<file path="src/rtl/vapos_pkg.sv">
// ----------------------------------------------------------------------------
// vapos_pkg
// types, constants and the arctangent table of the clock position block
// ----------------------------------------------------------------------------
package vapos_pkg;

  localparam int SCALE_BITS   = 48;  // coordinates are scaled up to this many bits
  localparam int DATA_WIDTH   = 52;  // cordic x/y datapath, magnitudes stay below 2^50
  localparam int ANGLE_WIDTH  = 32;  // angle in fractions of a turn
  localparam int ATAN_ENTRIES = 24;
  localparam int STEP_WIDTH   = 8;
  localparam int NUM_LANES    = 3;

  localparam int LANE_HOUR   = 0;
  localparam int LANE_MINUTE = 1;
  localparam int LANE_SECOND = 2;

  localparam logic [ANGLE_WIDTH-1:0] HALF_TURN = 32'h8000_0000;

  localparam int HOUR_POS_WIDTH   = 4;
  localparam int MINUTE_POS_WIDTH = 6;

  typedef struct packed {
    logic                   zero;
    logic [ANGLE_WIDTH-1:0] phase;
  } vapos_lane_t;

  // atan(2^-i) in fractions of a turn, rounded
  function automatic logic [ANGLE_WIDTH-1:0] atan_entry(input int i);
    logic [ANGLE_WIDTH-1:0] v;
    case (i)
      0:       v = 32'd536870912;
      1:       v = 32'd316933406;
      2:       v = 32'd167458907;
      3:       v = 32'd85004756;
      4:       v = 32'd42667331;
      5:       v = 32'd21354465;
      6:       v = 32'd10679838;
      7:       v = 32'd5340245;
      8:       v = 32'd2670163;
      9:       v = 32'd1335087;
      10:      v = 32'd667544;
      11:      v = 32'd333772;
      12:      v = 32'd166886;
      13:      v = 32'd83443;
      14:      v = 32'd41722;
      15:      v = 32'd20861;
      16:      v = 32'd10430;
      17:      v = 32'd5215;
      18:      v = 32'd2608;
      19:      v = 32'd1304;
      20:      v = 32'd652;
      21:      v = 32'd326;
      22:      v = 32'd163;
      23:      v = 32'd81;
      default: v = '0;
    endcase
    return v;
  endfunction

endpackage

</file>
<file path="src/rtl/vapos_if.sv">


interface vapos_out_if;
  logic       valid;
  logic       ready;
  logic [3:0] hour_pos;
  logic [5:0] minute_pos;
  logic [5:0] second_pos;

  modport source (
    output valid, hour_pos, minute_pos, second_pos,
    input  ready
  );
  modport sink (
    input  valid, hour_pos, minute_pos, second_pos,
    output ready
  );
endinterface

</file>
<file path="src/rtl/vapos_merge.sv">
// ----------------------------------------------------------------------------
// vapos_merge
// scales the three lane angles to dial steps and holds the output item
// ----------------------------------------------------------------------------
module vapos_merge #(
  parameter int HourSteps   = 12,
  parameter int MinuteSteps = 60
) (
  input  logic                                        clk,
  input  logic                                        rst,
  input  logic                                        last_valid,
  input  vapos_pkg::vapos_lane_t [vapos_pkg::NUM_LANES-1:0] lanes,
  output logic                                        advance,
  vapos_out_if.source                                 out
);
  import vapos_pkg::*;

  localparam int ProdWidth = ANGLE_WIDTH + STEP_WIDTH;

  localparam logic [STEP_WIDTH-1:0] Steps [NUM_LANES] = '{
    STEP_WIDTH'(HourSteps), STEP_WIDTH'(MinuteSteps), STEP_WIDTH'(MinuteSteps)
  };

  logic                  out_valid;
  logic [STEP_WIDTH-1:0] pos [NUM_LANES];

  for (genvar l = 0; l < NUM_LANES; l++) begin : g_scale
    logic [ANGLE_WIDTH-1:0] angle;
    logic [ProdWidth-1:0]   rounded;

    // dial angle runs clockwise from the top
    assign angle   = ANGLE_WIDTH'(0) - lanes[l].phase;
    assign rounded = ProdWidth'(angle) * ProdWidth'(Steps[l]) + ProdWidth'(HALF_TURN);
    assign pos[l]  = lanes[l].zero ? '0 : rounded[ProdWidth-1:ANGLE_WIDTH];
  end

  assign advance   = !out_valid || out.ready;
  assign out.valid = out_valid;

  always_ff @(posedge clk) begin
    if (rst) begin
      out_valid <= 1'b0;
    end else if (advance) begin
      out_valid <= last_valid;
    end
  end

  always_ff @(posedge clk) begin
    if (advance) begin
      out.hour_pos   <= pos[LANE_HOUR][HOUR_POS_WIDTH-1:0];
      out.minute_pos <= pos[LANE_MINUTE][MINUTE_POS_WIDTH-1:0];
      out.second_pos <= pos[LANE_SECOND][MINUTE_POS_WIDTH-1:0];
    end
  end

endmodule

</file>
<file path="src/flat_wrapper.sv">
// flat-port wrapper written by rule: the top's interface ports become plain ports
module vapos_merge_flat import vapos_pkg::*;
#(
  parameter int HourSteps   = 12,
  parameter int MinuteSteps = 60
)
  (clk, rst, last_valid, lanes, advance, out_valid, out_hour_pos, out_minute_pos, out_second_pos, out_ready);
  vapos_out_if out_i ();
  input  logic clk;
  input  logic rst;
  input  logic last_valid;
  input  vapos_pkg::vapos_lane_t [vapos_pkg::NUM_LANES-1:0] lanes;
  output logic advance;
  output wire logic [$bits(out_i.valid)-1:0] out_valid;
  output wire logic [$bits(out_i.hour_pos)-1:0] out_hour_pos;
  output wire logic [$bits(out_i.minute_pos)-1:0] out_minute_pos;
  output wire logic [$bits(out_i.second_pos)-1:0] out_second_pos;
  input wire logic [$bits(out_i.ready)-1:0] out_ready;
  assign out_valid = out_i.valid;
  assign out_hour_pos = out_i.hour_pos;
  assign out_minute_pos = out_i.minute_pos;
  assign out_second_pos = out_i.second_pos;
  assign out_i.ready = out_ready;
  vapos_merge #(.HourSteps(HourSteps), .MinuteSteps(MinuteSteps)) u_core (.clk(clk), .rst(rst), .last_valid(last_valid), .lanes(lanes), .advance(advance), .out(out_i));
endmodule
</file>
<file path="config.mk">
export PLATFORM = sky130hd
export DESIGN_NAME = vapos_merge_flat
export DESIGN_NICKNAME = d
export VERILOG_FILES = /design/src/rtl/vapos_pkg.sv /design/src/rtl/vapos_if.sv /design/src/rtl/vapos_merge.sv /design/src/flat_wrapper.sv
export SDC_FILE = /design/constraint.sdc
export NUM_CORES = 1
export LEC_CHECK = 0
export ABC_AREA = 1
export BUFFER_PORTS_ARGS = -buffer_cell sky130_fd_sc_hd__buf_4
export CELL_PAD_IN_SITES_DETAIL_PLACEMENT = 1
export CELL_PAD_IN_SITES_GLOBAL_PLACEMENT = 1
export CORE_MARGIN = 4
export CORE_UTILIZATION = 39
export CTS_BUF_LIST = sky130_fd_sc_hd__clkbuf_4
export CTS_CLUSTER_SIZE = 16
export DETAILED_ROUTE_END_ITERATION = 16
export PLACE_DENSITY = 0.9
export RECOVER_POWER = 100
export SLEW_MARGIN = 30
export SYNTH_ARGS = -nofsm -noshare
export SYNTH_HDL_FRONTEND = slang
export SYNTH_SLANG_ARGS = --single-unit
</file>
<file path="constraint.sdc">
create_clock -name clk -period 4.6 [get_ports clk]
set_input_delay 0.46 -clock clk [delete_from_list [all_inputs] [get_ports clk]]
set_output_delay 0.46 -clock clk [all_outputs]
set_load 0.01 [all_outputs]
</file>
==> results of run 1 <==
## cell families after synthesis
group,synth area share (%)
XOR/XNOR,10.5
flip-flops,4.11
AO/OA/AOI/OAI,9.72
adder cells (fa/ha/maj),24.5
AND/OR/NAND/NOR,36.7
buffers and inverters,14.4
## metrics by stage
| stage | worst slack, ns | hold WS (ns) | instances | cell area (um^2) |
|---|---|---|---|---|
| floorplan | 0.00481 | 0.529 | 2097 | 12200 |
| global placement | -0.341 | 0.614 | 2951 | 16100 |
| detailed placement | -0.842 | 0.628 | 2951 | 16100 |
| CTS | -0.0150 | 0.302 | 2981 | 17200 |
## repair_timing
item,4_1_cts
resized for setup,214
setup buffers,26
pin swaps,86
endpoints found under the setup margin,12
## layer usage
layer	GRT usage, %	GRT overflow
met5	20.4	0
met4	68.5	63
met3	54.5	1
met2	89.4	145
met1	65.3	2
## cells in the mapped netlist (7+ instances only)
cell type,instances
nand2_2,7
o21ai_0,44
nor3_1,29
nand2_1,632
nor2_1,229
xnor2_1,21
edfxtp_1,16
xor2_1,102
nand3_1,108
a21oi_1,104
a21boi_1,7
nor4_1,8
inv_2,7
o21bai_1,16
inv_1,461
fa_1,65
a21boi_0,22
a21o_1,8
nand4_1,24
ha_1,132
==> impl.org, run 1 <==
** Clock tree
- TritonCTS sink count :: 17
- Cts bufs inserted :: 3
- The longest clock path from root to sink contains 2 buffers.
- Buffers inserted to repair hold after CTS numbered 0.
- Clock Root Buffer :: clkbuf_4
- Maximum level of the CTS H-tree :: 1

** Floorplan
- Number of core rows :: 64
- Count of pins on the block boundary :: 121
- Height of the die :: around 180 um
- Once the floorplan was initialized, standard cells occupied between 30% and 40% of the core.
- Die width :: ~180 um

** Global route
- Global route total overflow :: between 200 and 250
- Global-route usage over all layers :: between 60 and 70%
- Largest net degree at the start of global routing :: 19

** Logic synthesis
- For this run, the leading register cell type out of synthesis is edfxtp_1.
- Cell taking the most area after synthesis :: nand2_1
- Counting flops with a built-in enable in the synthesized netlist gives 16.
- The average instance in the mapped netlist occupies 5.80 um^2.
- Synthesized instance count :: approximately 2100
- In this run, distinct cell masters in the synthesized netlist total 44.
- After synthesis, flip-flops and latches occupy ~4.1% of the total area.
- After synthesis, the share of flip-flops with an asynchronous set or reset is 0%.
- In this run the cell area of the synthesized design comes to 0.0122 mm^2.
- Largest cells by area after synthesis :: nand2_1 (19%), inv_1 (14%), ha_1 (14%), fa_1 (11%), xor2_1 (7.3%)
- Synthesis inferred 17 register bits.
- In this run the biggest area consumer among cell types represents 19.5% of the synthesized area.
- Synthesis produced a netlist with a net count of roughly 2400.
- The Yosys step of the flow raised 0 warnings.

** Run status
- Failing step :: global routing
- The tool reported: "[ERROR GRT-0232] Routing congestion too high. Check the congestion heatmap in the GUI".
- Run status :: aborted with a tool error

** Timing
- When the last timing repair stopped, the worst path ended at u_core.out.second_pos[3]$_SDFFCE_PP0P_/D.
- After the last repair the worst path ends at a register data pin.

** Placed design
- After legalization and detailed placement, the total HPWL measured approximately 47 mm.
- At the end of routability-driven placement, the weighted congestion stood at 0.948.
- Input and output buffers added on the ports amount to 120.
==> inputs of run 2 (changes only) <==
--- a/config.mk
+++ b/config.mk
@@ -7,14 +7,10 @@
 export LEC_CHECK = 0
 export ABC_AREA = 1
 export BUFFER_PORTS_ARGS = -buffer_cell sky130_fd_sc_hd__buf_4
-export CELL_PAD_IN_SITES_DETAIL_PLACEMENT = 1
-export CELL_PAD_IN_SITES_GLOBAL_PLACEMENT = 1
 export CORE_MARGIN = 4
-export CORE_UTILIZATION = 39
-export CTS_BUF_LIST = sky130_fd_sc_hd__clkbuf_4
-export CTS_CLUSTER_SIZE = 16
+export CORE_UTILIZATION = 40
 export DETAILED_ROUTE_END_ITERATION = 16
-export PLACE_DENSITY = 0.9
+export PLACE_DENSITY_LB_ADDON = 0.15
 export RECOVER_POWER = 100
 export SLEW_MARGIN = 30
 export SYNTH_ARGS = -nofsm -noshare
==> constraint.sdc (replaced) <==
create_clock -name clk -period 6 [get_ports clk]
set_input_delay 0.6 -clock clk [delete_from_list [all_inputs] [get_ports clk]]
set_output_delay 0.6 -clock clk [all_outputs]
set_load 0.01 [all_outputs]
==> run 2 against run 1 <==
Net effect: the flow now finishes without violations; synthesized area stayed put; synthesized cell count is the same.
==> impl.org, run 2 <==
** Logic synthesis
- The adder and majority gate portion of the synthesized area came to 24.5% (unchanged).
- Cell taking the most area after synthesis :: nand2_1 (unchanged)
- The dominant combinational cell family by area after synthesis is simple AND/OR/NAND/NOR gates (unchanged).
- The number of instances in the synthesized netlist is 2097 (unchanged).
- Synth Cell Area :: 0.0122 mm^2 (unchanged)
- Synth Area per Inst :: 5.80 um^2 (unchanged)
- Most frequently used flop master after synthesis :: edfxtp_1 (unchanged)
- The synthesized-area fraction occupied by and/or/nand/nor cells was 36.7% (unchanged).
- The number of enable-type register cells in the synthesized netlist was 16 (unchanged).
- Area share of the largest cell type after synthesis :: 19.5% (unchanged)
- Share of synthesized area occupied by flip-flops and latches :: 4.11% (unchanged)
- The post-synth net total was 2397 (unchanged).
- The share of flip-flops with an asynchronous set or reset after synthesis came to 0% (unchanged).
- Most used standard cell by instance count after synthesis :: nand2_1 (unchanged)
- Area fraction in compound gates after synthesis :: 9.72% (unchanged)
- The number of distinct library cells after synthesis is 44 (unchanged).
- The number of synthesized register bits was 17 (unchanged).
- Post-Synth XOR/XNOR Area :: 10.5% (unchanged)
- The total number of yosys warnings was 0 (unchanged).
- Post-synthesis mux area share :: 0% (unchanged)
- Largest cells by area after synthesis: nand2_1 (19%), inv_1 (14%), ha_1 (14%), fa_1 (11%), xor2_1 (7.3%) (unchanged).
- Most common library cells after synthesis: nand2_1 (632), inv_1 (461), nor2_1 (229) (unchanged).

** Finish
- The post-route netlist has ~6.8% of its cells at a drive strength greater than 1.
- Most common library cell in the layout ignoring fill and taps :: nand2_1
- Area Overhead vs Synth :: 11.5%
- Non-Filler Instances :: between 2000 and 3000
- Filler Cell Count :: roughly 3300
- The net count of the finished layout is roughly 2500.
- Final standard cell utilization of the core :: between 40% and 50%
- The library cells used most frequently in the layout, excluding fill and tap cells, are nand2_1 (632), inv_1 (461), nor2_1 (231).
- Top Registers :: u_core.out.minute_pos x6, u_core.out.second_pos x6, u_core.out.hour_pos x4
- Antenna diode instance count :: 0

** Timing
- Count of final setup violators :: 0
- Setup TNS :: 0 ns
- Number of hold-slack violations in the final timing report :: 0
- Clock period minus final worst setup slack :: between 5 and 6 ns
- Setup repair after global routing left no endpoint under its margin.
- Pins over their slew limit :: 0
- Worst-Margin Slew :: approximately 1.1 ns
- Worst setup skew after layout :: roughly 0.0061 ns
- Slew margin rel. :: between 20% and 30%
- Highest achievable clock rate :: approximately 190 MHz
- Min Hold Slack :: roughly 0.5 ns
- Post-route clock period utilization :: about nine tenths

** Clock tree
- The clock reaches the later pin of the worst-skew pair after about 0.26 ns.
- Clock Root Buffer :: clkbuf_16 (was clkbuf_4)
- The count of hold buffers inserted by post-cts repair came to 0 (unchanged).
- The maximum count of clock buffers along a single path was 2 (unchanged).
- The number of CTS-inserted buffers came to 3 (unchanged).
- Post-CTS Resized :: 0 (was 214)
- Register clock-pin slew on the reported worst setup and hold paths :: ~0.06 ns
- TritonCTS built the clock tree.
- Maximum level of the CTS H-tree :: 1 (unchanged)
- Buffers inserted by post-CTS timing repair :: 0 (was 26)
- TritonCTS sink count :: 17 (unchanged)

** Worst setup path
- The worst register-to-register path ends at u_core.out.second_pos[0]$_SDFFCE_PP0P_.
- Length in cells of the worst reg-to-reg path :: 2
- Longest individual stage delay on the worst path :: about 0.53 ns
- Reg2Reg Setup Slack :: 4.44 ns
- The startpoint identified for the worst register-to-register timing path is u_core.out.valid$_SDFFE_PP0P_.
- Counting stages on the worst path, the most repeated cell is nand2_1.
- Type of element capturing the critical path :: register
- Kind of critical path :: input pin to register
- Critical-path maximum fanout :: 8
- Critical path's slowest cell :: fa_1
- Data arrival, critical path :: approximately 5.3 ns
- Critical path buffers and inverters :: 4
- Data on the critical path is required at its endpoint by 6.01 ns.
- Kind of start point of the critical path :: input pin
- On the critical path the largest part of the delay comes from simple AND/OR/NAND/NOR gates.

** Detailed routing
- The first routing iteration left between 500 and 600 violations.
- For this run, design rule violations remaining after detail routing come to 0.
- Post-detailed-routing wire length :: 30.1 mm
- Routed length per instance :: 11.5 um
- In this run the remaining antenna-violating nets after routing total 0.
- Using the TritonRoute via totals, the vias-per-cell ratio works out to 4.66.
- The first detailed-routing pass took 5 iterations.
- Via count of the routed design :: roughly 12000

** Global route
- The first global-routing pass estimated 52.1 mm of wire.
- The via count of the first global-routing pass was approximately 12000.
- Global-route usage over all layers :: between 10% and 20%
- Entering global routing, the biggest net connects 19 pins.
- The total overflow left after global routing is 0.
- The number of antenna violations at the first check in global routing came to 0.

** Flow run
- Max capacitance violation total :: 0

** Worst hold path
- The path class of the tightest hold or removal check is input pin to register.
- Launch point of the worst hold path :: rst
- Instance count along the most critical hold path :: 2
- The worst hold path terminates at u_core.out.valid$_SDFFE_PP0P_.

** Pwr
- For this design the ratio of total power to cell area is ~190 mW/mm^2.
- VDD sags by at most 0.0712 mV.
- Of the total power, the clock network draws around 5.5%.
- In this run the static leakage power is approximately 8 nW.
- Net switching power :: between 1 and 1.5 mW
- Cell internal power was estimated by the tool at approximately 1.1 mW.
- Portion of total power attributed to combinational logic :: between 80% and 90%
- In this run switching power makes up 58.3% of total power.
- The design draws about 2.6 mW.
- Sequential cells burn roughly 7.5% of the power.

** Floorplan
- Height of the die :: 182 um (was 185 um)
- Number of core rows :: 63 (was 64)
- Count of pins on the block boundary :: 121 (unchanged)
- The region available for standard cell placement spans around 0.03 mm^2.
- The effective utilization at floorplan was 40.8% (was 39.7%).
- The horizontal die dimension is 182 um (was 185 um).
- Die Area :: between 0.03 and 0.04 mm^2

** Run status
- Run status: finished clean (was aborted with a tool error).

** Placed design
- Number of buffers inserted by port buffering :: 120 (unchanged)
- The HPWL reported at the end of detailed placement was 27.4 mm (was 46.6 mm).
- Routability congestion estimate from global placement :: 0.922 (was 0.948)
- Total placed cells including tap cells :: 2609 (was 2951)
-- run 2: cell counts after synthesis --
No cell type changed its count.
-- run 2: power groups by stage --
stage               Combinational [mW]  Sequential [mW]  Clock, mW
floorplan                         1.65            0.210          0
global placement                  2.26            0.197          0
detailed placement                2.25            0.199          0
CTS                               2.27            0.197      0.144
global route                      2.62            0.198      0.152
finish                            2.22            0.193      0.141
-- run 2: worst register-to-register path: stages (launching register included) --
cell	delay (ns)
dfxtp_1	0.31
nand2_1	0.06
clkbuf_1	0.79
-- run 2: how the worst max path moves through the flow --
stage	from	to	slack (ns)	depth (start not counted)
after floorplan	lanes[67]	u_core.out.second_pos[4]$_SDFFCE_PP0P_	1.15	30
after global placement	lanes[67]	u_core.out.second_pos[5]$_SDFFCE_PP0P_	0.41	28
after detailed placement	lanes[68]	u_core.out.second_pos[5]$_SDFFCE_PP0P_	0.30	28
after CTS	lanes[68]	u_core.out.second_pos[5]$_SDFFCE_PP0P_	0.58	28
after global routing	lanes[68]	u_core.out.second_pos[5]$_SDFFCE_PP0P_	0.01	28
final	lanes[68]	u_core.out.second_pos[5]$_SDFFCE_PP0P_	0.70	28
-- run 2: layer usage --
metal / GRT usage [%] / wire, um / vias to the layer above
li1: - / - / 6690
met1: 23.8 / 14500 / 5273
met2: 32.7 / 14000 / 176
met4: 3.18 / 512 / 0
met5: 0 / 0 / -
met3: 0.957 / 1050 / 30
-- run 2: area by class of cell --
class                      count  area, um^2  area share, %
inverter                     468        1760           12.9
sequential                    17         500           3.69
timing repair buffer         122         845           6.23
clock buffer                   3        75.1          0.553
tap                          390         488           3.60
clock inverter                 1        5.00         0.0369
multi-input combinational   1612        9900           73.0
-- run 2: metrics by stage --
| step | cell area, um^2 | setup WS [ns] |
|---|---|---|
| after CTS | 13700 | 0.577 |
| final | 13600 | 0.702 |
| after global routing | 13600 | 0.0137 |
| after floorplan | 12200 | 1.15 |
| after global placement | 13600 | 0.413 |
| after detailed placement | 13600 | 0.299 |
-- run 2: logic make-up after synthesis --
kind of cell	after synthesis
AND/OR/NAND/NOR	1071
buffers and inverters	468
AO/OA/AOI/OAI	207
adder cells (fa/ha/maj)	200
XOR/XNOR	134
flip-flops	17
Power figures use the tool's default switching activity.
==> inputs of run 3 (changes only) <==
--- a/config.mk
+++ b/config.mk
@@ -5,7 +5,7 @@
 export SDC_FILE = /design/constraint.sdc
 export NUM_CORES = 1
 export LEC_CHECK = 0
-export ABC_AREA = 1
+export ABC_AREA = 0
 export BUFFER_PORTS_ARGS = -buffer_cell sky130_fd_sc_hd__buf_4
 export CORE_MARGIN = 4
 export CORE_UTILIZATION = 40
==> run 3 against run 2 <==
Net effect: the flow now finishes with violations (setup timing); clock skew down 0.00084 ns; fmax down 13%; wire length down 33%; cell count down 35%; total power down 3.3%.
==> impl.org, run 3 <==
** Run status
- Run status: finished, violations left (was finished clean).
- The checks that failed: setup timing.

** Worst hold path
- The number of cells on the worst hold path is 2 (unchanged).
- Worst Hold End :: u_core.out.valid$_SDFFE_PP0P_ (unchanged)
- Launch point of the worst hold path :: rst (unchanged)
- The class of the tightest hold or removal check is input pin to register (unchanged).

** Clock tree
- The maximum count of clock buffers along a single path is 2 (unchanged).
- Cts bufs inserted :: 3 (unchanged)
- Clock Root Buffer :: clkbuf_16 (unchanged)
- The TritonCTS sink count came to 17 (unchanged).
- The count of hold buffers inserted by post-cts repair is 0 (unchanged).
- Register clock-pin slew on the reported worst setup and hold paths :: 0.06 ns (about the same)
- The clock latency of the later-clocked register in the worst-skew pair is 0.26 ns (about the same).
- Maximum level of the CTS H-tree :: 1 (unchanged)
- TritonCTS clock tree :: yes (unchanged)

** Logic synthesis
- Post-synthesis mux area share :: 0.337% (was 0%)
- The adder and majority gate portion of the synthesized area came to 36.8% (was 24.5%).
- The cell taking the most area after synthesis was ha_1 (was nand2_1).
- Synth Cell Area :: 0.00892 mm^2 (was 0.0122 mm^2)
- Post-Synth XOR/XNOR Area :: 17.4% (was 10.5%)
- The share of flip-flops with an asynchronous set or reset after synthesis was 0% (unchanged).
- The share of the synthesized area in compound gates (AO/OA/AOI/OAI) is 14.2% (was 9.72%).
- Most frequently used flop master after synthesis :: edfxtp_1 (unchanged)
- The number of distinct library cells after synthesis came to 67 (was 44).
- The portion of the post-synthesis area used by sequential elements is 5.61% (was 4.11%).
- Number of warnings printed during yosys synthesis :: 0 (unchanged)
- Combinational family with the most area after synthesis :: adder cells (was simple AND/OR/NAND/NOR gates)
- Most common library cells after synthesis :: inv_1 (160), ha_1 (132), xnor2_1 (103) (was nand2_1 (632), inv_1 (461), nor2_1 (229))
- Simple-gate share of the synthesized area :: 18.6% (was 36.7%)
- The number of synthesized register bits is 17 (unchanged).
- Synth Area per Inst :: 8.10 um^2 (was 5.80 um^2)
- Synthesized instance count :: 1101 (was 2097)
- Largest cells by area after synthesis: ha_1 (19%), fa_1 (15%), xnor2_1 (10%), xor2_1 (6.9%), inv_1 (6.7%) (was nand2_1 (19%), inv_1 (14%), ha_1 (14%), fa_1 (11%), xor2_1 (7.3%)).
- Area share of the largest cell type after synthesis :: 18.5% (was 19.5%)
- The post-synth net total is 1401 (was 2397).
- Count of flip-flops with a built-in enable after synthesis :: 16 (unchanged)
- The cell with the most instances after synthesis was inv_1 (was nand2_1).

** Worst setup path
- The worst endpoint required time came to 6.01 ns (about the same).
- The worst flop-to-flop path startpoint is u_core.out.valid$_SDFFE_PP0P_ (unchanged).
- Kind of critical path :: input pin to register (unchanged)
- Data arrival, critical path :: 6.09 ns (was 5.30 ns)
- The nature of the critical path endpoint is a register (unchanged).
- Kind of start point of the critical path :: input pin (unchanged)
- The reg-to-reg critical path endpoint is u_core.out.minute_pos[1]$_SDFFCE_PP0P_ (was u_core.out.second_pos[0]$_SDFFCE_PP0P_).
- The top fanout value on the critical path is 3 (was 8).
- The number of cells on the worst reg-to-reg path is 1 (was 2).
- The reg2reg setup slack came to 4.61 ns (was 4.44 ns).

** Placed design
- Routability congestion estimate from global placement :: 0.831 (was 0.922)
- Number of buffers inserted by port buffering :: 120 (unchanged)
- The HPWL reported at the end of detailed placement was 17.6 mm (was 27.4 mm).

** Floorplan
- The site row count is 54 (was 63).
- The die span in y is 157 um (was 182 um).
- Count of pins on the block boundary :: 121 (unchanged)
- The die area is 0.0247 mm^2 (was 0.0333 mm^2).
- Initial Util :: 40.7% (was 40.8%)
- The horizontal die dimension was 157 um (was 182 um).
- The placeable core region came to 0.0219 mm^2 (was 0.0298 mm^2).

** Timing
- Slew margin rel. :: 33.8% (was 27.6%)
- The final setup violation count came to 2 (was 0).
- Post-route clock period utilization :: 101% (was 88.3%)
- The time the worst path needs with I/O delays and setup was 6.08 ns (was 5.30 ns).
- The slack of the critical path is -0.0798 ns (was 0.702 ns).
- Setup TNS :: -0.0864 ns (was 0 ns)
- Number of hold-slack violations in the final timing report :: 0 (unchanged)
- The max-slew violation total from the final report came to 0 (unchanged).
- The post-route clock skew was 0.00524 ns (was 0.00608 ns).
- Worst-Margin Slew :: 0.994 ns (was 1.09 ns)
- The top achievable clock speed was 164 MHz (was 189 MHz).
- RSZ-0062 raised after global routing :: true (was false)

** Finish
- Antenna diode instance count :: 0 (unchanged)
- Most frequent cells in the layout: buf_4 (292), inv_1 (155), ha_1 (120) (was nand2_1 (632), inv_1 (461), nor2_1 (231)).
- Share of layout cells above drive strength 1 :: 28.3% (was 6.84%)
- Net total in the final layout :: 1713 (was 2524)
- Area Overhead vs Synth :: 36.5% (was 11.5%)
- Top Registers :: u_core.out.minute_pos x6, u_core.out.second_pos x6, u_core.out.hour_pos x4 (unchanged)
- Final standard cell utilization of the core :: 55.6% (was 45.5%)
- The number of filler cells placed in the layout is 2102 (was 3298).
- The most common library cell in the layout ignoring fill and taps is buf_4 (was nand2_1).

** Pwr
- The worst voltage drop across the vdd grid is 0.107 mV (was 0.0712 mV).
- The static leakage came to 5.61 nW (was 7.85 nW).
- Power density relative to cell area :: 203 mW/mm^2 (was 188 mW/mm^2)

** Detailed routing
- The via count normalized by instance count came to 4.96 (was 4.66).
- The initial detailed-routing violation count was 233 (was 501).
- Post-detailed-routing wire length :: 20.0 mm (was 30.1 mm)
- The number of iterations in the first detailed-routing pass came to 4 (was 5).
- Via count of the routed design :: 8397 (was 12200)
- The post-detailed-route wirelength per cell is 11.8 um (was 11.5 um).
- The final antenna-violating net count was 0 (unchanged).
- DRC violations left :: 0 (unchanged)

** Global route
- Largest net degree at the start of global routing :: 19 (unchanged)
- The number of antenna violations at the first check in global routing was 0 (unchanged).
- The met1 routing resource usage after global routing came to 22.0% (was 23.8%).
- The met3 routing resource usage after global routing came to 1.37% (was 0.957%).
- Number of global-route vias before repair :: 8073 (was 12000)
- The global routing usage on met2 was 28.2% (was 32.7%).
- The total congestion overflow is 0 (unchanged).
- The busiest layer in global routing is met2 (unchanged).
- First-pass GRT wire length :: 34.2 mm (was 52.1 mm)
- The total routing resource utilization after global routing was 15.8% (was 18.0%).

** Flow run
- The count of maximum capacitance violations was 0 (unchanged).
==> run 3: metal layers <==
layer  up-vias  wire (um)  part of all wire (%)
met5         -          0                     0
met4         0         95                  0.47
met3         8        630                   3.1
met2       101       9600                    48
met1      3806       9710                    48
li1       4482          -                     -
==> run 3: how the worst max path moves through the flow <==
stage	startpoint	endpoint	slack, ns
global route	lanes[34]	u_core.out.minute_pos[5]$_SDFFCE_PP0P_	-0.31
detailed placement	lanes[34]	u_core.out.minute_pos[5]$_SDFFCE_PP0P_	-0.52
CTS	lanes[34]	u_core.out.minute_pos[5]$_SDFFCE_PP0P_	-0.05
floorplan	lanes[34]	u_core.out.minute_pos[5]$_SDFFCE_PP0P_	-0.10
global placement	lanes[34]	u_core.out.minute_pos[5]$_SDFFCE_PP0P_	-0.42
finish	lanes[34]	u_core.out.minute_pos[5]$_SDFFCE_PP0P_	-0.08
==> run 3: repair_timing <==
| item | in CTS | in global routing |
|---|---|---|
| hold endpoints to repair | 0 | 0 |
| resized for setup | 24 | 59 |
| setup buffers | 5 | 6 |
| setup endpoints to repair | 7 | 11 |
| pin swaps | 16 | 26 |
==> run 3: layout make-up <==
cell class	count	area, um^2	area share, %
Clock buffer	3	75.1	0.617
Tap cell	280	350	2.88
Timing Repair Buffer	314	2300	18.9
Inverter	160	601	4.93
Clock inverter	1	5.00	0.0411
Multi-Input combinational cell	917	8340	68.5
Sequential cell	17	500	4.11
==> run 3: kinds of logic (layout without fill, tap and decap cells) <==
group / Yosys count / after routing
AOI/OAI and AO/OA: 197 / 197
xor gates and xnor gates: 175 / 175
adders and majority gates: 230 / 230
buffers and inverters: 167 / 478
DFF: 17 / 17
muxes: 3 / 3
and+or+nand+nor: 312 / 312
==> run 3: through the flow <==
step | setup slack [ns] | instance area (um^2) | cells | power (mW) | hold slack [ns]
floorplan | -0.103 | 9070 | 1101 | 1.50 | 0.669
CTS | -0.0535 | 11900 | 1686 | 2.42 | 0.474
finish | -0.0798 | 12200 | 1692 | 2.47 | 0.485
global route | -0.309 | 12200 | 1692 | 2.79 | 0.477
global placement | -0.422 | 11700 | 1677 | 2.18 | 0.754
detailed placement | -0.523 | 11700 | 1677 | 2.21 | 0.756
==> run 3: where the power goes <==
part	internal [mW]	total [mW]	switching, mW
combinational	1.06	2.12	1.06
sequential	0.187	0.212	0.0248
clock	0.0895	0.140	0.0507
total	1.34	2.47	1.13
==> run 3: critical path: stages <==
cell and delay [ns]:
buf_6 0.09, or4_4 0.52, or4_4 0.44, or4_4 0.50, nand2b_4 0.18, nor3_4 0.26, nand2_2 0.13, or3_4 0.37
xor2_4 0.19, inv_2 0.08, fa_1 0.55, inv_2 0.05, ha_4 0.25, and3_4 0.17, nand4_1 0.12, or3_4 0.37
a31oi_4 0.19, nor3_2 0.07, a31oi_1 0.21, ha_2 0.23, and3_4 0.20, a311oi_1 0.09, a41o_1 0.22
==> inputs of run 4 (changes only) <==
--- a/config.mk
+++ b/config.mk
@@ -7,6 +7,8 @@
 export LEC_CHECK = 0
 export ABC_AREA = 0
 export BUFFER_PORTS_ARGS = -buffer_cell sky130_fd_sc_hd__buf_4
+export CELL_PAD_IN_SITES_DETAIL_PLACEMENT = 1
+export CELL_PAD_IN_SITES_GLOBAL_PLACEMENT = 1
 export CORE_MARGIN = 4
 export CORE_UTILIZATION = 40
 export DETAILED_ROUTE_END_ITERATION = 16
==> run 4 against run 3 <==
Net effect: the flow still finishes with violations (setup timing); clock skew down 0.00095 ns; critical path depth up 1; cell count about the same; clock-buffer cell count unchanged; via count up 6.1%; core utilization up 0.86 points; sequential share of layout area down 0.062 points; sequential cell count unchanged; sequential power down 3%; register-to-register slack better by 0.04 ns; total power up 6.9%; first-iteration DRC count down 12%; critical endpoint unchanged.
==> impl.org, run 4 (synthesis gave the netlist of run 3 again) <==
** Timing
- Pins over their slew limit :: 0 (unchanged)
- Count of final setup violators :: 5 (was 2)
- The relative slew slack came to 37.6% (was 33.8%).
- RSZ-0062 raised after global routing: true (unchanged).
- Clock period minus final worst setup slack :: 6.22 ns (was 6.08 ns)
- The top achievable clock speed is 161 MHz (was 164 MHz).
- The slack of the critical path was -0.215 ns (was -0.0798 ns).
- Worst setup skew after layout :: 0.00429 ns (was 0.00524 ns)
- Post-route clock period utilization :: 104% (was 101%)
- The summed negative setup slack over all endpoints was -0.702 ns (was -0.0864 ns).
- Worst-Margin Slew :: 0.936 ns (was 0.994 ns)
- The final-layout worst hold slack is 0.506 ns (was 0.485 ns).
- The final-report hold violation count is 0 (unchanged).

** Finish
- The post-synthesis to final-layout area growth came to 38.6% (was 36.5%).
- Share of layout cells above drive strength 1 :: 29.9% (was 28.3%)
- The net count reported at finish is 1712 (was 1713).
- The final standard cell utilization of the core came to 56.5% (was 55.6%).
- Top Registers: u_core.out.minute_pos x6, u_core.out.second_pos x6, u_core.out.hour_pos x4 (unchanged).
- Most frequent cells in the layout: buf_4 (286), inv_1 (155), ha_1 (117) (was buf_4 (292), inv_1 (155), ha_1 (120)).
- The number of filler cells placed in the layout is 2696 (was 2102).
- The most common library cell in the layout ignoring fill and taps was buf_4 (unchanged).
- The filler-free cell count of the finished design came to 1691 (was 1692).
- The antenna diode count was 0 (unchanged).

** Clock tree
- Maximum level of the CTS H-tree :: 1 (unchanged)
- Clock Root Buffer :: clkbuf_16 (unchanged)
- TritonCTS sink count :: 17 (unchanged)
- The maximum count of clock buffers along a single path was 2 (unchanged).
- TritonCTS clock tree :: yes (unchanged)
- Skew-Pair Late Insertion Delay :: 0.25 ns (was 0.26 ns)
- Cts bufs inserted :: 3 (unchanged)
- Register clock-pin slew on the reported worst setup and hold paths :: 0.06 ns (about the same)

** Global route
- Largest net degree at the start of global routing :: 19 (unchanged)
- Number of antenna violations at the first check in global routing :: 0 (unchanged)
- First-pass GRT wire length :: 41.6 mm (was 34.2 mm)
- Number of global-route vias before repair :: 9494 (was 8073)
- Global route total overflow :: 0 (unchanged)
- The total routing resource utilization after global routing came to 19.3% (was 15.8%).

** Floorplan
- Die Area :: 0.0247 mm^2 (unchanged)
- The placeable core region came to 0.0219 mm^2 (unchanged).
- The die span in y is 157 um (unchanged).
- The site row count came to 54 (unchanged).
- Count of pins on the block boundary :: 121 (unchanged)
- Die width :: 157 um (unchanged)
- Initial Util :: 40.7% (unchanged)

** Placed design
- The final estimated routing congestion in global placement was 0.804 (was 0.831).
- Number of buffers inserted by port buffering :: 120 (unchanged)
- HPWL after detailed placement :: 21.2 mm (was 17.6 mm)
- The count of placed standard cells including taps was 1670 (was 1677).

** Detailed routing
- Detailed Route Iter0 Violations :: 205 (was 233)
- Remaining antenna violation count after routing :: 0 (unchanged)
- Post-DR vias/cell :: 5.27 (was 4.96)
- The routed wire length is 25.6 mm (was 20.0 mm).
- Via count of the routed design :: 8910 (was 8397)
- Detailed-routing iteration count for the pre-antenna-repair pass :: 4 (unchanged)
- DRC violations left :: 0 (unchanged)
- Routed length per instance :: 15.1 um (was 11.8 um)

** Worst setup path
- The nature of the critical path endpoint is a register (unchanged).
- The biggest cell delay along the critical path is 0.53 ns (was 0.55 ns).
- Critical-path maximum fanout :: 3 (unchanged)
- Kind of start point of the critical path :: input pin (unchanged)
- Critical path's slowest cell :: or4_4 (was fa_1)
- The critical path arrival is 6.22 ns (was 6.09 ns).
- The worst endpoint required time came to 6.01 ns (about the same).
- The type of the worst setup path was input pin to register (unchanged).
- Crit-path cells :: buf_6 -> or4_4 -> or4_4 -> or4_4 -> nand2b_4 -> nor3_4 -> nand2_2 -> xnor2_4 -> xnor2_2 -> buf_4 -> xor2_1 -> fa_1 -> inv_1 -> ha_4 -> and3_4 -> nand4_1 -> or3_4 -> a31oi_4 -> nor3_2 -> a31oi_2 -> ha_2 -> and3_4 -> a311oi_2 -> a41o_1 (was buf_6 -> or4_4 -> or4_4 -> or4_4 -> nand2b_4 -> nor3_4 -> nand2_2 -> or3_4 -> xor2_4 -> inv_2 -> fa_1 -> inv_2 -> ha_4 -> and3_4 -> nand4_1 -> or3_4 -> a31oi_4 -> nor3_2 -> a31oi_1 -> ha_2 -> and3_4 -> a311oi_1 -> a41o_1)
- CP top delay family :: simple AND/OR/NAND/NOR gates (unchanged)
- Critical path buffers and inverters :: 3 (unchanged)
- Cell repeated most along the worst path :: or4_4 (unchanged)

** Pwr
- The internal power component is 1.39 mW (was 1.34 mW).
- Portion of total power attributed to combinational logic :: 87.0% (was 85.7%)
- Reg power frac :: 7.8% (was 8.6%)
- Net switching power :: 1.25 mW (was 1.13 mW)
- Sum of internal, switching and leakage power :: 2.64 mW (was 2.47 mW)
- The static leakage is 5.68 nW (was 5.61 nW).
- Power density relative to cell area :: 214 mW/mm^2 (was 203 mW/mm^2)
- The worst voltage drop across the vdd grid came to 0.113 mV (was 0.107 mV).
- The part of the total power dissipated in the clock network came to 5.2% (was 5.7%).
- The switching share of total power was 47.4% (was 45.8%).

** Worst hold path
- Path category of the worst min-delay check :: input pin to register (unchanged)

** Run status
- Failing checks: setup timing (unchanged).
- Run status: finished, violations left (unchanged).

** Flow run
- The count of maximum capacitance violations is 0 (unchanged).
-- run 4: cell types whose count changed in the layout (fill, tap and decap cells not counted), moves of 5 or more --
cell | previous run | this run
nor2_1 | 65 | 60
buf_6 | 3 | 8
buf_4 | 292 | 286
xnor2_1 | 93 | 87
xnor2_2 | 9 | 15
-- run 4: routing by layer --
metal | wire length [um] | GRT usage, % | vias to the layer above
met5 | 0 | 0 | -
met2 | 13600 | 37.4 | 103
met4 | 380 | 2.09 | 0
met1 | 10900 | 24.2 | 4315
met3 | 630 | 1.43 | 28
li1 | - | - | 4464
-- run 4: layout make-up --
type / instances / area [um^2] / share of cell area [%]
sequential: 17 / 500 / 4.05
multi-input combinational: 917 / 8520 / 68.9
clock buffer: 3 / 75.1 / 0.607
tap: 280 / 350 / 2.83
clock inverter: 1 / 5.00 / 0.0405
inverter: 160 / 601 / 4.86
timing repair buffer: 313 / 2310 / 18.7
-- run 4: path summary, 6_finish.rpt --
| check | startpoint | to | slack [ns] | depth (start not counted) |
|---|---|---|---|---|
| max | lanes[34] | u_core.out.minute_pos[5]$_SDFFCE_PP0P_ | -0.22 | 24 |
| max reg2reg | u_core.out.valid$_SDFFE_PP0P_ | u_core.out.second_pos[0]$_SDFFCE_PP0P_ | 4.65 | 1 |
| min | rst | u_core.out.valid$_SDFFE_PP0P_ | 0.51 | 2 |
| min reg2reg | u_core.out.valid$_SDFFE_PP0P_ | u_core.out.valid$_SDFFE_PP0P_ | 1.18 | 2 |
-- run 4: stage by stage --
stage | setup WS (ns) | area, um^2
2_1_floorplan | -0.103 | 9070
6_report | -0.215 | 12400
5_1_grt | -0.449 | 12400
4_1_cts | -0.129 | 11900
3_3_place_gp | -0.496 | 11600
3_5_place_dp | -0.714 | 11600
-- run 4: repair_timing --
action                     in CTS  in global routing
pin swaps                      27                 45
setup endpoints to repair       9                 11
resized for setup              36                 79
setup buffers                   7                 10
hold buffers                    0                  0
-- run 4: power groups by stage --
| stage | clock, mW | sequential (mW) | combinational [mW] |
|---|---|---|---|
| 3_3_place_gp | 0 | 0.208 | 1.99 |
| 3_5_place_dp | 0 | 0.207 | 2.06 |
| 6_report | 0.138 | 0.205 | 2.30 |
| 5_1_grt | 0.147 | 0.208 | 2.58 |
| 2_1_floorplan | 0 | 0.219 | 1.28 |
| 4_1_cts | 0.143 | 0.206 | 2.15 |
